[config.mk]
export PLATFORM = sky130hd
export DESIGN_NAME = multi_slot_token_bucket
export DESIGN_NICKNAME = d
export VERILOG_FILES = /design/src/rtl/mstb_pkg.sv /design/src/rtl/mstb_front.sv /design/src/rtl/mstb_queue.sv /design/src/rtl/mstb_back.sv /design/src/rtl/multi_slot_token_bucket.sv
export SDC_FILE = /design/constraint.sdc
export NUM_CORES = 1
export LEC_CHECK = 0
export BUFFER_PORTS_ARGS = -buffer_cell sky130_fd_sc_hd__buf_2
export CAP_MARGIN = 10
export CORE_MARGIN = 2
export CORE_UTILIZATION = 44
export DETAILED_ROUTE_END_ITERATION = 8
export HOLD_SLACK_MARGIN = 0.03
export PLACE_DENSITY_LB_ADDON = 0.12
export SYNTH_ARGS = -nofsm -noshare
export SYNTH_HDL_FRONTEND = slang
export SYNTH_SLANG_ARGS = --single-unit
[constraint.sdc]
create_clock -name clk -period 5.9 [get_ports clk]
set_clock_uncertainty 0.15 [all_clocks]
set_input_delay 1.18 -clock clk [delete_from_list [all_inputs] [get_ports clk]]
set_output_delay 1.18 -clock clk [all_outputs]
set_load 0.03 [all_outputs]
[src/rtl/mstb_pkg.sv]
// ----------------------------------------------------------------------------
// mstb_pkg
// Shared types and codes of the multi-slot token bucket: command and
// response items, the classified operation that crosses the internal queue,
// command and status codes, and default sizes.
// ----------------------------------------------------------------------------
package mstb_pkg;

	// Default sizes
	localparam int SLOTS_DEF      = 16;
	localparam int TOKEN_BITS_DEF = 16;
	localparam int QUEUE_DEPTH    = 2;

	// Command codes
	localparam logic [2:0] CMD_TICK  = 3'd0;
	localparam logic [2:0] CMD_OPEN  = 3'd1;
	localparam logic [2:0] CMD_FETCH = 3'd2;
	localparam logic [2:0] CMD_GIVE  = 3'd3;
	localparam logic [2:0] CMD_CLOSE = 3'd4;

	// Status codes
	localparam logic [2:0] ST_OK       = 3'd0;
	localparam logic [2:0] ST_INVALID  = 3'd1;
	localparam logic [2:0] ST_BLOCK    = 3'd2;
	localparam logic [2:0] ST_FULL     = 3'd3;
	localparam logic [2:0] ST_NOT_OPEN = 3'd4;

	typedef struct packed {
		logic [2:0]  command;
		logic [3:0]  slot;
		logic [15:0] amount;
		logic [15:0] fill_rate;
		logic [15:0] burst_limit;
	} cmd_t;

	typedef struct packed {
		logic [2:0]  status;
		logic [3:0]  slot_given;
		logic [15:0] count;
	} rsp_t;

	typedef enum logic [2:0] {
		OP_NOP,
		OP_TICK,
		OP_OPEN,
		OP_FETCH,
		OP_GIVE,
		OP_CLOSE
	} op_kind_t;

	// Classified command as handed from front to back
	typedef struct packed {
		op_kind_t    kind;
		logic        slot_ok;
		logic        amount_zero;
		logic [3:0]  slot;
		logic [15:0] amount;
		logic [15:0] fill_rate;
		logic [15:0] burst_limit;
	} op_t;

endpackage

[src/rtl/mstb_front.sv]
// ----------------------------------------------------------------------------
// mstb_front
// Command front end: decodes the command code, checks the slot against the
// table size and flags a zero amount, then hands the item to the queue.
// ----------------------------------------------------------------------------
module mstb_front import mstb_pkg::*; #(
	parameter int SLOTS      = SLOTS_DEF,
	parameter int TOKEN_BITS = TOKEN_BITS_DEF
) (
	input  logic cmd_valid,
	output logic cmd_stall,
	input  cmd_t cmd,
	output logic op_valid,
	input  logic op_stall,
	output op_t  op
);

	op_kind_t kind;

	// Decode command code
	always_comb begin
		unique case (cmd.command)
			CMD_TICK:  kind = OP_TICK;
			CMD_OPEN:  kind = OP_OPEN;
			CMD_FETCH: kind = OP_FETCH;
			CMD_GIVE:  kind = OP_GIVE;
			CMD_CLOSE: kind = OP_CLOSE;
			default:   kind = OP_NOP;
		endcase
	end

	// Classify and forward
	always_comb begin
		op.kind        = kind;
		op.slot_ok     = int'(cmd.slot) < SLOTS;
		op.amount_zero = TOKEN_BITS'(cmd.amount) == '0;
		op.slot        = cmd.slot;
		op.amount      = cmd.amount;
		op.fill_rate   = cmd.fill_rate;
		op.burst_limit = cmd.burst_limit;
	end

	assign op_valid  = cmd_valid;
	assign cmd_stall = op_stall;

endmodule

[src/rtl/mstb_queue.sv]
// ----------------------------------------------------------------------------
// mstb_queue
// Short queue of classified operations between front and back, so the
// front keeps taking items, until the queue is full, while the back walks the table.
// ----------------------------------------------------------------------------
module mstb_queue import mstb_pkg::*; (
	input  logic clk,
	input  logic arst_n,
	input  logic push_valid,
	output logic push_stall,
	input  op_t  push_op,
	output logic pop_valid,
	input  logic pop_stall,
	output op_t  pop_op
);

	localparam int PTR_W = (QUEUE_DEPTH > 1) ? $clog2(QUEUE_DEPTH) : 1;
	localparam int CNT_W = $clog2(QUEUE_DEPTH + 1);

	op_t              entry_q [QUEUE_DEPTH];
	logic [PTR_W-1:0] wr_ptr_q;
	logic [PTR_W-1:0] rd_ptr_q;
	logic [CNT_W-1:0] fill_q;
	logic             push;
	logic             pop;

	assign push_stall = fill_q == CNT_W'(QUEUE_DEPTH);
	assign pop_valid  = fill_q != '0;
	assign pop_op     = entry_q[rd_ptr_q];
	assign push       = push_valid && !push_stall;
	assign pop        = pop_valid && !pop_stall;

	// Advance pointers and fill level
	always_ff @(posedge clk or negedge arst_n) begin
		if (!arst_n) begin
			wr_ptr_q <= '0;
			rd_ptr_q <= '0;
			fill_q   <= '0;
		end else begin
			if (push) begin
				wr_ptr_q <= (wr_ptr_q == PTR_W'(QUEUE_DEPTH - 1)) ? '0 : wr_ptr_q + 1'b1;
			end
			if (pop) begin
				rd_ptr_q <= (rd_ptr_q == PTR_W'(QUEUE_DEPTH - 1)) ? '0 : rd_ptr_q + 1'b1;
			end
			if (push && !pop) begin
				fill_q <= fill_q + 1'b1;
			end else if (pop && !push) begin
				fill_q <= fill_q - 1'b1;
			end
		end
	end

	// Store entries
	always_ff @(posedge clk) begin
		if (push) begin
			entry_q[wr_ptr_q] <= push_op;
		end
	end

endmodule

[src/rtl/mstb_back.sv]
// ----------------------------------------------------------------------------
// mstb_back
// Command execution: holds the slot tables, walks them for tick and open,
// does the read-modify-write for fetch and give back, and holds the
// response in an output register.
// ----------------------------------------------------------------------------
module mstb_back import mstb_pkg::*; #(
	parameter int SLOTS      = SLOTS_DEF,
	parameter int TOKEN_BITS = TOKEN_BITS_DEF
) (
	input  logic clk,
	input  logic arst_n,
	input  logic op_valid,
	output logic op_stall,
	input  op_t  op,
	output logic rsp_valid,
	input  logic rsp_stall,
	output rsp_t rsp
);

	localparam int SLOT_W = (SLOTS > 1) ? $clog2(SLOTS) : 1;
	localparam int CNT_W  = $clog2(SLOTS + 1);

	typedef enum logic [1:0] {
		S_IDLE,
		S_EXEC,
		S_SCAN,
		S_TICK
	} state_t;

	state_t                 state_q;
	op_t                    op_q;
	logic [CNT_W-1:0]       cnt_q;
	logic [SLOT_W-1:0]      tick_idx_s1;
	logic [SLOTS-1:0]       open_q;
	logic                   rsp_valid_q;
	rsp_t                   rsp_q;

	logic [TOKEN_BITS-1:0]  rate_mem [SLOTS];
	logic [TOKEN_BITS-1:0]  ceil_mem [SLOTS];
	logic [TOKEN_BITS-1:0]  tok_mem  [SLOTS];
	logic [TOKEN_BITS-1:0]  rd_rate_q;
	logic [TOKEN_BITS-1:0]  rd_ceil_q;
	logic [TOKEN_BITS-1:0]  rd_tok_q;

	logic                   start;
	logic [SLOT_W-1:0]      in_idx;
	logic [SLOT_W-1:0]      cur_idx;
	logic [SLOT_W-1:0]      scan_idx;
	logic                   usable;
	logic                   cnt_done;
	logic                   cnt_last;
	logic                   rd_en;
	logic [SLOT_W-1:0]      rd_addr;
	logic                   tok_we;
	logic                   cfg_we;
	logic [SLOT_W-1:0]      wr_addr;
	logic [TOKEN_BITS-1:0]  tok_wdata;
	logic [TOKEN_BITS-1:0]  amt_m;
	logic [TOKEN_BITS-1:0]  sat_b;
	logic [TOKEN_BITS:0]    sat_sum;
	logic [TOKEN_BITS-1:0]  sat_res;
	logic [TOKEN_BITS-1:0]  grant;

	assign op_stall  = !(state_q == S_IDLE && !rsp_valid_q);
	assign start     = op_valid && !op_stall;
	assign in_idx    = SLOT_W'(op.slot);
	assign cur_idx   = SLOT_W'(op_q.slot);
	assign scan_idx  = cnt_q[SLOT_W-1:0];
	assign usable    = op.slot_ok && open_q[in_idx];
	assign cnt_done  = cnt_q == CNT_W'(SLOTS);
	assign cnt_last  = cnt_q == CNT_W'(SLOTS - 1);
	assign rsp_valid = rsp_valid_q;
	assign rsp       = rsp_q;

	// Saturating add shared by tick and give back
	assign amt_m   = TOKEN_BITS'(op_q.amount);
	assign sat_b   = (state_q == S_TICK) ? rd_rate_q : amt_m;
	assign sat_sum = {1'b0, rd_tok_q} + {1'b0, sat_b};
	assign sat_res = (sat_sum > {1'b0, rd_ceil_q}) ? rd_ceil_q : sat_sum[TOKEN_BITS-1:0];
	assign grant   = (rd_tok_q < amt_m) ? rd_tok_q : amt_m;

	// Select table read address
	always_comb begin
		rd_en   = 1'b0;
		rd_addr = in_idx;
		if (state_q == S_IDLE) begin
			if (start && op.kind == OP_TICK) begin
				rd_en   = 1'b1;
				rd_addr = '0;
			end else if (start && usable && (op.kind == OP_FETCH || op.kind == OP_GIVE)) begin
				rd_en   = 1'b1;
				rd_addr = in_idx;
			end
		end else if (state_q == S_TICK && !cnt_done) begin
			rd_en   = 1'b1;
			rd_addr = scan_idx;
		end
	end

	// Select table write
	always_comb begin
		tok_we    = 1'b0;
		cfg_we    = 1'b0;
		wr_addr   = cur_idx;
		tok_wdata = sat_res;
		case (state_q)
			S_TICK: begin
				tok_we  = open_q[tick_idx_s1];
				wr_addr = tick_idx_s1;
			end
			S_EXEC: begin
				if (op_q.kind == OP_FETCH) begin
					tok_we    = rd_tok_q != '0;
					tok_wdata = rd_tok_q - grant;
				end else begin
					tok_we = 1'b1;
				end
			end
			S_SCAN: begin
				tok_we    = !open_q[scan_idx];
				cfg_we    = !open_q[scan_idx];
				wr_addr   = scan_idx;
				tok_wdata = '0;
			end
			default: begin
				tok_we = 1'b0;
			end
		endcase
	end

	// Write tables
	always_ff @(posedge clk) begin
		if (tok_we) begin
			tok_mem[wr_addr] <= tok_wdata;
		end
		if (cfg_we) begin
			rate_mem[wr_addr] <= TOKEN_BITS'(op_q.fill_rate);
			ceil_mem[wr_addr] <= TOKEN_BITS'(op_q.burst_limit);
		end
	end

	// Read tables
	always_ff @(posedge clk) begin
		if (rd_en) begin
			rd_rate_q <= rate_mem[rd_addr];
			rd_ceil_q <= ceil_mem[rd_addr];
			rd_tok_q  <= tok_mem[rd_addr];
		end
	end

	// Sequence commands and hold the response
	always_ff @(posedge clk or negedge arst_n) begin
		if (!arst_n) begin
			state_q     <= S_IDLE;
			rsp_valid_q <= 1'b0;
			open_q      <= '0;
			cnt_q       <= '0;
		end else begin
			if (rsp_valid_q && !rsp_stall) begin
				rsp_valid_q <= 1'b0;
			end
			unique case (state_q)
				S_IDLE: begin
					if (start) begin
						op_q <= op;
						unique case (op.kind) inside
							OP_TICK: begin
								cnt_q       <= CNT_W'(1);
								tick_idx_s1 <= '0;
								state_q     <= S_TICK;
							end
							OP_OPEN: begin
								cnt_q   <= '0;
								state_q <= S_SCAN;
							end
							OP_FETCH, OP_GIVE: begin
								if (!usable) begin
									rsp_valid_q <= 1'b1;
									rsp_q       <= '{ST_NOT_OPEN, 4'd0, 16'd0};
								end else if (op.kind == OP_FETCH && op.amount_zero) begin
									rsp_valid_q <= 1'b1;
									rsp_q       <= '{ST_INVALID, 4'd0, 16'd0};
								end else begin
									state_q <= S_EXEC;
								end
							end
							OP_CLOSE: begin
								rsp_valid_q <= 1'b1;
								if (!usable) begin
									rsp_q <= '{ST_NOT_OPEN, 4'd0, 16'd0};
								end else begin
									open_q[in_idx] <= 1'b0;
									rsp_q          <= '{ST_OK, 4'd0, 16'd0};
								end
							end
							default: begin
								rsp_valid_q <= 1'b1;
								rsp_q       <= '{ST_OK, 4'd0, 16'd0};
							end
						endcase
					end
				end
				S_EXEC: begin
					rsp_valid_q <= 1'b1;
					state_q     <= S_IDLE;
					if (op_q.kind == OP_FETCH) begin
						if (rd_tok_q == '0) begin
							rsp_q <= '{ST_BLOCK, 4'd0, 16'd0};
						end else begin
							rsp_q <= '{ST_OK, 4'd0, 16'(grant)};
						end
					end else begin
						rsp_q <= '{ST_OK, 4'd0, 16'(amt_m)};
					end
				end
				S_SCAN: begin
					if (!open_q[scan_idx]) begin
						open_q[scan_idx] <= 1'b1;
						rsp_valid_q      <= 1'b1;
						rsp_q            <= '{ST_OK, 4'(scan_idx), 16'd0};
						state_q          <= S_IDLE;
					end else if (cnt_last) begin
						rsp_valid_q <= 1'b1;
						rsp_q       <= '{ST_FULL, 4'd0, 16'd0};
						state_q     <= S_IDLE;
					end else begin
						cnt_q <= cnt_q + 1'b1;
					end
				end
				S_TICK: begin
					if (!cnt_done) begin
						tick_idx_s1 <= scan_idx;
						cnt_q       <= cnt_q + 1'b1;
					end else begin
						rsp_valid_q <= 1'b1;
						rsp_q       <= '{ST_OK, 4'd0, 16'd0};
						state_q     <= S_IDLE;
					end
				end
				default: begin
					state_q <= S_IDLE;
				end
			endcase
		end
	end

endmodule

[src/rtl/multi_slot_token_bucket.sv]
// Close, unknown codes and rejected commands answer straight from the back
// end's response register; fetch and give back read the table, then update.
// Open walks the slot table up to the first closed slot and tick walks all
// of it, one entry per cycle. The queue registers each command on its way
// to the back end, which takes its next item in the cycle after its response is
// taken. Reset clears all slots to closed; rates, ceilings and tokens load on open.
// ----------------------------------------------------------------------------
// multi_slot_token_bucket
// Table of token buckets driven by one command per item: open, tick, fetch,
// give back and close, each answered by one response item.
// ----------------------------------------------------------------------------
module multi_slot_token_bucket import mstb_pkg::*; #(
	parameter int SLOTS      = SLOTS_DEF,
	parameter int TOKEN_BITS = TOKEN_BITS_DEF
) (
	input  logic clk,
	input  logic arst_n,
	input  logic cmd_valid,
	output logic cmd_stall,
	input  cmd_t cmd,
	output logic rsp_valid,
	input  logic rsp_stall,
	output rsp_t rsp
);

	logic fr_valid;
	logic fr_stall;
	op_t  fr_op;
	logic bk_valid;
	logic bk_stall;
	op_t  bk_op;

	// Decode and classify
	mstb_front #(
		.SLOTS      (SLOTS),
		.TOKEN_BITS (TOKEN_BITS)
	) u_front (
		.cmd_valid (cmd_valid),
		.cmd_stall (cmd_stall),
		.cmd       (cmd),
		.op_valid  (fr_valid),
		.op_stall  (fr_stall),
		.op        (fr_op)
	);

	// Decouple front and back
	mstb_queue u_queue (
		.clk        (clk),
		.arst_n     (arst_n),
		.push_valid (fr_valid),
		.push_stall (fr_stall),
		.push_op    (fr_op),
		.pop_valid  (bk_valid),
		.pop_stall  (bk_stall),
		.pop_op     (bk_op)
	);

	// Execute against the slot tables
	mstb_back #(
		.SLOTS      (SLOTS),
		.TOKEN_BITS (TOKEN_BITS)
	) u_back (
		.clk       (clk),
		.arst_n    (arst_n),
		.op_valid  (bk_valid),
		.op_stall  (bk_stall),
		.op        (bk_op),
		.rsp_valid (rsp_valid),
		.rsp_stall (rsp_stall),
		.rsp       (rsp)
	);

endmodule

==> impl_results.html, run 1 <==
<table>
<tr><th>Metric</th><th>Value</th></tr>
<tr><th colspan="2">Synth</th></tr>
<tr><td>Netlist Area Pre-Place</td><td>0.04252 mm2</td></tr>
<tr><td>Count of flip-flops with a built-in enable after synthesis</td><td>1010</td></tr>
<tr><td>Sequential area share after synthesis</td><td>~73%</td></tr>
<tr><td>Avg Inst Size Synth</td><td>around 18 um2</td></tr>
<tr><td>Share of synthesized cell area in and, or, nand and nor gates</td><td>under 10%</td></tr>
<tr><td>Share of the synthesized area in compound gates (AO/OA/AOI/OAI)</td><td>5.544%</td></tr>
<tr><td>Number of storage elements in the synthesis netlist</td><td>just over 1000</td></tr>
<tr><td>Main flop type after synthesis</td><td>edfxtp_1</td></tr>
<tr><td>Fraction of synthesized area in multiplexers</td><td>13.30%</td></tr>
<tr><td>Arithmetic-cell share of the synthesized area counting full adders, half adders and majority gates</td><td>2.213%</td></tr>
<tr><td>Total nets after synthesis</td><td>2466</td></tr>
<tr><td>Main combinational cell family by area after synthesis</td><td>multiplexers</td></tr>
<tr><td>Number of instances in the synthesized netlist</td><td>about 2300</td></tr>
<tr><td>Count of different cell masters after synthesis</td><td>69</td></tr>
<tr><td>Area share of xor/xnor cells in the synthesized design</td><td>0.5768%</td></tr>
<tr><td>Yosys warns</td><td>0</td></tr>
<tr><td>Async set-or-reset flop fraction in the synthesized netlist</td><td>2.697%</td></tr>
<tr><th colspan="2">Pwr</th></tr>
<tr><td>Switching component of the power</td><td>0.01134 W</td></tr>
<tr><td>Share of total power in the clock network</td><td>22.0%</td></tr>
<tr><td>Peak supply drop</td><td>0.3481 mV</td></tr>
<tr><td>Share of power burned in combinational logic</td><td>41.7%</td></tr>
<tr><td>Static power due to leakage</td><td>16.22 nW</td></tr>
<tr><td>Switching power share of the total</td><td>36.60%</td></tr>
<tr><td>Share of power burned in registers</td><td>between 30% and 40%</td></tr>
<tr><td>Design internal power</td><td>around 0.02 W</td></tr>
<tr><td>P per Cell Area</td><td>633.1 mW/mm2</td></tr>
<tr><th colspan="2">Critical path</th></tr>
<tr><td>Crit path buf inv count</td><td>4</td></tr>
<tr><td>Total stage count of the critical path</td><td>22</td></tr>
<tr><td>Crit Reg-Reg Endpoint</td><td>u_back.tok_mem[6][12]$_DFFE_PP_</td></tr>
<tr><td>Crit Reg-Reg Startpoint</td><td>u_back.state_q[0]$_DFFE_PN0P_</td></tr>
<tr><td>CP Data Required Time</td><td>6.27 ns</td></tr>
<tr><td>Launching element type of the critical path</td><td>flip-flop</td></tr>
<tr><td>Critical Path Sink Type</td><td>flip-flop</td></tr>
<tr><td>Crit path from</td><td>u_back.state_q[0]$_DFFE_PN0P_</td></tr>
<tr><td>Crit path max-delay family</td><td>compound AO/OA/AOI/OAI gates</td></tr>
<tr><td>Crit path largest cell delay</td><td>0.42 ns</td></tr>
<tr><td>Setup crit end</td><td>u_back.tok_mem[6][12]$_DFFE_PP_</td></tr>
<tr><td>Maximum fanout count along the critical path</td><td>29</td></tr>
<tr><td>Kind of critical path</td><td>flip-flop to flip-flop</td></tr>
<tr><td>Depth of the most critical reg-to-reg path</td><td>22</td></tr>
<tr><td>Arrival time at the worst endpoint</td><td>5.89 ns</td></tr>
<tr><td>Slowest-stage cell, CP</td><td>dfrtp_1</td></tr>
<tr><td>Worst path cell trace</td><td>ha_1 &gt; buf_4 &gt; nand2_1 &gt; o21ai_0 &gt; ha_1 &gt; nor2b_1 &gt; o31a_1 &gt; o21ai_0 &gt; buf_4 &gt; a211oi_1 &gt; or3_1 &gt; and2_1 &gt; ha_1 &gt; nand4_1 &gt; nor2_1 &gt; nand4_1 &gt; a221oi_1 &gt; and3_1 &gt; buf_12 &gt; a31oi_1 &gt; a211oi_1 &gt; buf_4</td></tr>
<tr><td>Slack of the worst reg-to-reg path</td><td>0.39 ns</td></tr>
<tr><th colspan="2">Routing</th></tr>
<tr><td>Wire length after detailed routing</td><td>110800 um</td></tr>
<tr><td>Via count of the routed design</td><td>about 23000</td></tr>
<tr><td>Violation count after the first detailed-route iteration</td><td>2319</td></tr>
<tr><td>Via-per-instance ratio</td><td>5.900</td></tr>
<tr><td>Routed length per placed instance</td><td>28.51 um</td></tr>
<tr><td>Remaining design rule violation count</td><td>0</td></tr>
<tr><td>Antenna Nets Post-Route</td><td>0</td></tr>
<tr><td>Drt first pass iters</td><td>7</td></tr>
<tr><th colspan="2">Timing</th></tr>
<tr><td>Setup repair after global routing missed its margin</td><td>false</td></tr>
<tr><td>Slew of the pin with the lowest slew margin</td><td>1.155 ns</td></tr>
<tr><td>Worst-case headroom to the max-slew limit</td><td>22.27%</td></tr>
<tr><td>Final min period</td><td>~5.5 ns</td></tr>
<tr><td>TNS Setup</td><td>0 ns</td></tr>
<tr><td>Timing-limited maximum frequency</td><td>approximately 180 MHz</td></tr>
<tr><td>Number of failing hold endpoints at the final stage</td><td>0</td></tr>
<tr><td>Final slew viol count</td><td>0</td></tr>
<tr><td>Count of final setup violators</td><td>0</td></tr>
<tr><td>Final clock period utilization by the worst path</td><td>93.46%</td></tr>
<tr><th colspan="2">Global route</th></tr>
<tr><td>Grt total ovfl</td><td>0</td></tr>
<tr><td>Global-route wire length before repair</td><td>162200 um</td></tr>
<tr><td>Total routing usage reported by global routing</td><td>22.67%</td></tr>
<tr><td>Number of antenna violations at the first check in global routing</td><td>1</td></tr>
<tr><td>Vias in the first global route</td><td>23545</td></tr>
<tr><td>Largest net degree at the start of global routing</td><td>90</td></tr>
<tr><th colspan="2">Finish</th></tr>
<tr><td>Most used cells in the layout excluding fill and tap cells</td><td>edfxtp_1 (1010), mux4_2 (198), o21ai_0 (148)</td></tr>
<tr><td>Area of the multi-input gates</td><td>0.01111 mm2</td></tr>
<tr><td>Fin cells</td><td>3886</td></tr>
<tr><td>Proportion of layout cells with a drive suffix above 1</td><td>24.25%</td></tr>
<tr><td>Most frequent standard cell in the layout excluding fill and tap cells</td><td>edfxtp_1</td></tr>
<tr><td>Register area</td><td>~0.031 mm2</td></tr>
<tr><td>Fin nets</td><td>2656</td></tr>
<tr><td>Area overhead of the layout relative to synthesis</td><td>15.12%</td></tr>
<tr><td># fillers</td><td>7842</td></tr>
<tr><td>Number of diodes</td><td>0</td></tr>
<tr><th colspan="2">Clocking</th></tr>
<tr><td>Cts-stage hold buffer count</td><td>0</td></tr>
<tr><td>Clock tree root buffer cell</td><td>clkbuf_16</td></tr>
<tr><td>TritonCTS clock tree</td><td>yes</td></tr>
<tr><td>Number of sinks on the clock net</td><td>1038</td></tr>
<tr><td>Cts bufs inserted</td><td>~110</td></tr>
<tr><td>Later-pin clock latency in the skew report</td><td>0.72 ns</td></tr>
<tr><td>CTS H-tree lvls</td><td>3</td></tr>
<tr><td>Max Root-Sink Buffers</td><td>3</td></tr>
<tr><td>Clock slew at reported path FFs</td><td>approximately 0.060 ns</td></tr>
<tr><th colspan="2">Placement</th></tr>
<tr><td>Port Buffer Count</td><td>83</td></tr>
<tr><td>GPL Wtd Cong</td><td>about 0.93</td></tr>
<tr><td>Number of instances in the placed design</td><td>3686</td></tr>
<tr><td>HPWL after DPL</td><td>66600 um</td></tr>
<tr><th colspan="2">Floorplanning</th></tr>
<tr><td>Effective utilization at floorplan</td><td>44.16%</td></tr>
<tr><td>Horizontal extent of the die</td><td>314.9 um</td></tr>
<tr><td>Standard-cell rows</td><td>about 110</td></tr>
<tr><td>Count of pins on the block boundary</td><td>84</td></tr>
<tr><td>Die footprint</td><td>0.09913 mm2</td></tr>
<tr><td>Die height</td><td>314.9 um</td></tr>
<tr><td>Core ar.</td><td>~0.096 mm2</td></tr>
<tr><th colspan="2">Job</th></tr>
<tr><td>Max capacitance violation total</td><td>0</td></tr>
<tr><th colspan="2">Min path</th></tr>
<tr><td>Worst min path class</td><td>flip-flop to flip-flop</td></tr>
<tr><td>Worst hold path depth</td><td>1</td></tr>
<tr><th colspan="2">Outcome</th></tr>
<tr><td>Result of the run</td><td>finished clean</td></tr>
</table>
how the worst min path moves through the flow:
stage	startpoint	end	slack, ns
after floorplan	u_queue.wr_ptr_q$_DFFE_PN0P_	u_queue.wr_ptr_q$_DFFE_PN0P_	0.31
after global placement	u_queue.fill_q[1]$_DFFE_PN0P_	u_queue.fill_q[1]$_DFFE_PN0P_	0.34
after detailed placement	u_queue.fill_q[1]$_DFFE_PN0P_	u_queue.fill_q[1]$_DFFE_PN0P_	0.35
after CTS	u_queue.fill_q[1]$_DFFE_PN0P_	u_queue.fill_q[1]$_DFFE_PN0P_	0.36
after global routing	u_queue.fill_q[1]$_DFFE_PN0P_	u_queue.fill_q[1]$_DFFE_PN0P_	0.38
final	u_queue.fill_q[1]$_DFFE_PN0P_	u_queue.fill_q[1]$_DFFE_PN0P_	0.36
through the flow:
stage	utilization [%]	hold WS, ns	total power [W]	worst slack, ns	cell area [um2]
after floorplan	-	0.3108	0.01940	0.001198	42540
after global placement	47.06	0.3367	0.02410	0.05550	45310
after detailed placement	47.06	0.3460	0.02428	0.03711	45310
after CTS	50.76	0.3564	0.03113	0.03675	48870
after global routing	50.84	0.3835	0.03255	0.01071	48950
final	50.84	0.3561	0.03099	0.3861	48950
routing by layer:
layer  vias up  part of all wire (%)  GRT usage, %
met1     12161                    44         31.86
met5         -                     0             0
met4         0                   2.4         6.082
li1       9891                     -             -
met3       156                   4.9         3.072
met2       720                    49         37.45
cell families (layout without fill, tap and decap cells):
family / after synthesis / count (layout)
buffers and inverters: 167 / 444
adders and majority gates: 74 / 74
AOI/OAI and AO/OA: 369 / 369
DFF: 1038 / 1038
xor gates and xnor gates: 28 / 28
muxes: 304 / 304
and+or+nand+nor: 353 / 353
final cells by class:
type	count	share of cell area, %
repair buffers	181	2.858
flip-flops and latches	1038	63.40
clock inverters	57	1.503
clock buffers	140	5.767
multi-input cells	1128	22.71
well taps	1276	3.262
inverters	66	0.5061
registers in the layout, indices dropped and copies added, names as in the netlist, 2 cells and up:
name,cells
u_back.amt_m,16
u_back.cnt_q,5
u_back.state_q,2
u_back.op_q,35
u_back.rd_tok_q,16
u_queue.entry_q,112
u_back.tick_idx_s1,4
u_back.tok_mem,256
u_queue.fill_q,2
u_back.rd_ceil_q,16
u_back.cur_idx,4
u_back.open_q,16
u_back.rd_rate_q,16
u_back.rate_mem,256
u_back.ceil_mem,256
u_back.rsp,23
cell usage after synthesis, drive strengths merged, types with 6 or more instances:
| cell | n | area share [%] |
|---|---|---|
| a31oi | 16 | 0.24 |
| and2 | 11 | 0.16 |
| o211ai | 6 | 0.11 |
| nand3 | 65 | 0.77 |
| ha | 72 | 2.1 |
| clkbuf | 62 | 0.55 |
| a21o | 7 | 0.12 |
| inv | 65 | 0.57 |
| edfxtp | 1010 | 71 |
| buf | 39 | 0.43 |
| or3 | 9 | 0.13 |
| a21oi | 37 | 0.44 |
| o22ai | 8 | 0.12 |
| a2bb2oi | 6 | 0.12 |
| nand2 | 85 | 0.76 |
| mux4 | 202 | 11 |
| nand4 | 6 | 0.088 |
| xnor2 | 21 | 0.43 |
| o22a | 7 | 0.14 |
| dfrtp | 28 | 1.6 |
| a211oi | 24 | 0.42 |
| nor3 | 28 | 0.33 |
| o21a | 12 | 0.21 |
| nor4 | 13 | 0.19 |
| mux2 | 54 | 1.4 |
| o21ai | 151 | 1.8 |
| nor2 | 110 | 0.97 |
| a22oi | 52 | 0.92 |
| mux2i | 48 | 1.1 |
| xor2 | 7 | 0.14 |
repair_timing:
action | CTS | global route
setup buffers | 0 | 2
endpoints found under the hold margin | 0 | 0
gates resized for setup | 0 | 6
setup endpoints to repair | 0 | 128
power groups by stage:
| stage | clock network, W | registers, W | logic (W) |
|---|---|---|---|
| after floorplan | 0 | 0.0112 | 0.00816 |
| after global placement | 0 | 0.0114 | 0.0127 |
| after detailed placement | 0 | 0.0114 | 0.0129 |
| after CTS | 0.00695 | 0.0113 | 0.0129 |
| after global routing | 0.00724 | 0.0113 | 0.0140 |
| final | 0.00681 | 0.0112 | 0.0129 |
Power figures use the tool's default switching activity.
==> run 2: changes to the inputs <==
- BUFFER_PORTS_ARGS: -buffer_cell sky130_fd_sc_hd__buf_2 -> -buffer_cell sky130_fd_sc_hd__buf_4
==> run 2 against run 1 <==
Net effect: non-clock buffer count up 16; routed wire length shrank 3.0%; flip-flop and latch count stayed put; highest routed layer unchanged; critical endpoint is now u_back.tok_mem[7][5]$_DFFE_PP_; final area up 0.48%; total power shrank 0.72%; combinational power barely moved.
==> impl_results.html, run 2 (synthesis results as in run 1) <==
<table>
<tr><th>Metric</th><th>Value</th></tr>
<tr><th colspan="2">Clocking</th></tr>
<tr><td>CTS H-tree lvls</td><td>3</td></tr>
<tr><td>Clock slew at reported path FFs</td><td>0.06 ns</td></tr>
<tr><td>Cts bufs inserted</td><td>106</td></tr>
<tr><td>Number of sinks on the clock net</td><td>1038</td></tr>
<tr><td>Later-pin clock latency in the skew report</td><td>0.69 ns</td></tr>
<tr><td>Max Root-Sink Buffers</td><td>3</td></tr>
<tr><td>Cts-stage hold buffer count</td><td>0</td></tr>
<tr><td>Clock tree root buffer cell</td><td>clkbuf_16</td></tr>
<tr><td>TritonCTS clock tree</td><td>yes</td></tr>
<tr><th colspan="2">Critical path</th></tr>
<tr><td>Launching element type of the critical path</td><td>flip-flop</td></tr>
<tr><td>Crit path largest cell delay</td><td>around 0.41 ns</td></tr>
<tr><td>Crit path buf inv count</td><td>4</td></tr>
<tr><td>Crit path max-delay family</td><td>simple AND/OR/NAND/NOR gates</td></tr>
<tr><td>Critical Path Sink Type</td><td>flip-flop</td></tr>
<tr><td>Maximum fanout count along the critical path</td><td>16</td></tr>
<tr><td>Arrival time at the worst endpoint</td><td>between 5 and 6 ns</td></tr>
<tr><td>Slowest-stage cell, CP</td><td>dfrtp_1</td></tr>
<tr><td>Worst path cell trace</td><td>ha_1 &gt; mux2_2 &gt; ha_1 &gt; inv_1 &gt; fa_1 &gt; nor2b_1 &gt; o31a_1 &gt; o21ai_0 &gt; buf_4 &gt; a211oi_1 &gt; or3_1 &gt; and2_1 &gt; ha_1 &gt; nand4_1 &gt; nor2_1 &gt; nand4_1 &gt; a221oi_1 &gt; and3_1 &gt; buf_4 &gt; mux2i_2 &gt; o32ai_1 &gt; buf_4</td></tr>
<tr><td>Kind of critical path</td><td>flip-flop to flip-flop</td></tr>
<tr><td>CP Data Required Time</td><td>approximately 6.2 ns</td></tr>
<tr><th colspan="2">Timing</th></tr>
<tr><td>Post-layout worst setup margin</td><td>around 0.33 ns</td></tr>
<tr><td>Setup repair after global routing missed its margin</td><td>false</td></tr>
<tr><td>Count of final setup violators</td><td>0</td></tr>
<tr><td>Worst-case headroom to the max-slew limit</td><td>between 20% and 30%</td></tr>
<tr><td>Timing-limited maximum frequency</td><td>approximately 180 MHz</td></tr>
<tr><td>Number of failing hold endpoints at the final stage</td><td>0</td></tr>
<tr><td>Final min period</td><td>5.570 ns</td></tr>
<tr><td>Final slew viol count</td><td>0</td></tr>
<tr><td>Final clock period utilization by the worst path</td><td>a little over nine tenths</td></tr>
<tr><td>Slew of the pin with the lowest slew margin</td><td>around 1.1 ns</td></tr>
<tr><th colspan="2">Floorplanning</th></tr>
<tr><td>Count of pins on the block boundary</td><td>84</td></tr>
<tr><td>Standard-cell rows</td><td>~110</td></tr>
<tr><td>Die footprint</td><td>0.09913 mm2</td></tr>
<tr><td>Core ar.</td><td>approximately 0.096 mm2</td></tr>
<tr><td>Effective utilization at floorplan</td><td>44.16%</td></tr>
<tr><td>Die height</td><td>314.9 um</td></tr>
<tr><td>Horizontal extent of the die</td><td>314.9 um</td></tr>
<tr><th colspan="2">Routing</th></tr>
<tr><td>Antenna Nets Post-Route</td><td>0</td></tr>
<tr><td>Remaining design rule violation count</td><td>0</td></tr>
<tr><td>Violation count after the first detailed-route iteration</td><td>slightly above 2000</td></tr>
<tr><td>Routed length per placed instance</td><td>around 28 um</td></tr>
<tr><td>Wire length after detailed routing</td><td>107400 um</td></tr>
<tr><td>Drt first pass iters</td><td>5</td></tr>
<tr><td>Via count of the routed design</td><td>roughly 23000</td></tr>
<tr><td>Via-per-instance ratio</td><td>5.789</td></tr>
<tr><th colspan="2">Pwr</th></tr>
<tr><td>Peak supply drop</td><td>between 0.4 and 0.5 mV</td></tr>
<tr><td>P per Cell Area</td><td>625.6 mW/mm2</td></tr>
<tr><td>Static power due to leakage</td><td>about 16 nW</td></tr>
<tr><td>Power, Total</td><td>0.03077 W</td></tr>
<tr><th colspan="2">Placement</th></tr>
<tr><td>HPWL after DPL</td><td>67610 um</td></tr>
<tr><td>Instance area after placement</td><td>0.04564 mm2</td></tr>
<tr><td>GPL Wtd Cong</td><td>between 0.8 and 0.9</td></tr>
<tr><td>Number of instances in the placed design</td><td>3704</td></tr>
<tr><td>Port Buffer Count</td><td>83</td></tr>
<tr><td>Dpl ws</td><td>-0.04252 ns</td></tr>
<tr><th colspan="2">Global route</th></tr>
<tr><td>Total routing usage reported by global routing</td><td>21.99%</td></tr>
<tr><td>Largest net degree at the start of global routing</td><td>61</td></tr>
<tr><td>Number of antenna violations at the first check in global routing</td><td>0</td></tr>
<tr><td>Vias in the first global route</td><td>roughly 23000</td></tr>
<tr><td>Grt total ovfl</td><td>0</td></tr>
<tr><td>Global-route wire length before repair</td><td>158000 um</td></tr>
<tr><th colspan="2">Finish</th></tr>
<tr><td>Number of diodes</td><td>0</td></tr>
<tr><td>Area overhead of the layout relative to synthesis</td><td>15.68%</td></tr>
<tr><td>Fraction of the core area covered by cells at the end of the flow</td><td>slightly above 50%</td></tr>
<tr><td>Largest registers</td><td>u_back.ceil_mem (256), u_back.rate_mem (256), u_back.tok_mem (256)</td></tr>
<tr><td>Most used cells in the layout excluding fill and tap cells</td><td>edfxtp_1 (1010), mux4_2 (198), buf_4 (179)</td></tr>
<tr><td>Proportion of layout cells with a drive suffix above 1</td><td>24.90%</td></tr>
<tr><td>Fin cells</td><td>3903</td></tr>
<tr><td>Most frequent standard cell in the layout excluding fill and tap cells</td><td>edfxtp_1</td></tr>
<tr><td>Fin nets</td><td>2670</td></tr>
<tr><td>Finished Cell Area</td><td>0.04918 mm2</td></tr>
<tr><th colspan="2">Min path</th></tr>
<tr><td>Worst min path class</td><td>primary input to async pin</td></tr>
<tr><th colspan="2">Job</th></tr>
<tr><td>Max capacitance violation total</td><td>0</td></tr>
<tr><th colspan="2">Outcome</th></tr>
<tr><td>Result of the run</td><td>finished clean</td></tr>
</table>
[run 2: cell types whose count changed in the layout (fill, tap and decap cells not counted), moves of 2 or more]
| cell | before | now |
|---|---|---|
| a211oi_1 | 23 | 21 |
| clkbuf_1 | 32 | 22 |
| buf_2 | 84 | 1 |
| buf_4 | 77 | 179 |
| inv_8 | 0 | 2 |
| a211oi_2 | 0 | 2 |
| clkinv_2 | 14 | 18 |
| clkinv_16 | 3 | 1 |
| clkinv_1 | 18 | 28 |
| buf_12 | 20 | 17 |
[run 2: path summary, 6_finish.rpt]
check / from / end / slack, ns / depth (start not counted)
hold reg to reg: u_queue.fill_q[1]$_DFFE_PN0P_ / u_queue.fill_q[1]$_DFFE_PN0P_ / 0.36 / 1
setup / recovery: u_back.state_q[1]$_DFFE_PN0P_ / u_back.tok_mem[7][5]$_DFFE_PP_ / 0.33 / 22
max in group asynchronous: arst_n / u_back.state_q[0]$_DFFE_PN0P_ / 4.99 / 1
min in group clk: u_queue.fill_q[1]$_DFFE_PN0P_ / u_queue.fill_q[1]$_DFFE_PN0P_ / 0.36 / 1
setup reg to reg: u_back.state_q[1]$_DFFE_PN0P_ / u_back.tok_mem[7][5]$_DFFE_PP_ / 0.33 / 22
hold / removal: arst_n / u_queue.wr_ptr_q$_DFFE_PN0P_ / 0.28 / 1
[run 2: routing by layer]
layer  GRT usage [%]  share of wire, %
met5               0                 0
met2           35.78                48
met1           31.70                45
met4           5.249               2.1
met3           2.927               4.9
[run 2: what timing repair did]
item / 4_1_cts / 5_1_grt
endpoints found under the setup margin: 48 / 96
pin swaps: 0 / 1
setup buffers: 0 / 1
gates resized for setup: 3 / 5
[run 2: where the power goes]
part           internal [W]  total [W]  switching, W
clock               0.00391    0.00671       0.00281
combinational       0.00509     0.0128       0.00769
sequential           0.0106     0.0113      0.000699
total                0.0196     0.0308        0.0112
[run 2: cell type report]
type | count | area (um2)
Clock buffer | 129 | 2760
Clock inverter | 69 | 720.7
Fill cell | 7867 | 47100
Inverter | 66 | 247.7
Multi-Input combinational cell | 1128 | 11140
Sequential cell | 1038 | 31030
Tap cell | 1276 | 1597
Timing Repair Buffer | 197 | 1689
[run 2: per-stage QoR]
stage,hold WS [ns],TNS [ns]
final,0.2812,0
after detailed placement,0.3490,-1.320
after global routing,0.2693,0
after floorplan,0.3108,0
after CTS,0.2658,0
after global placement,0.3357,-1.251
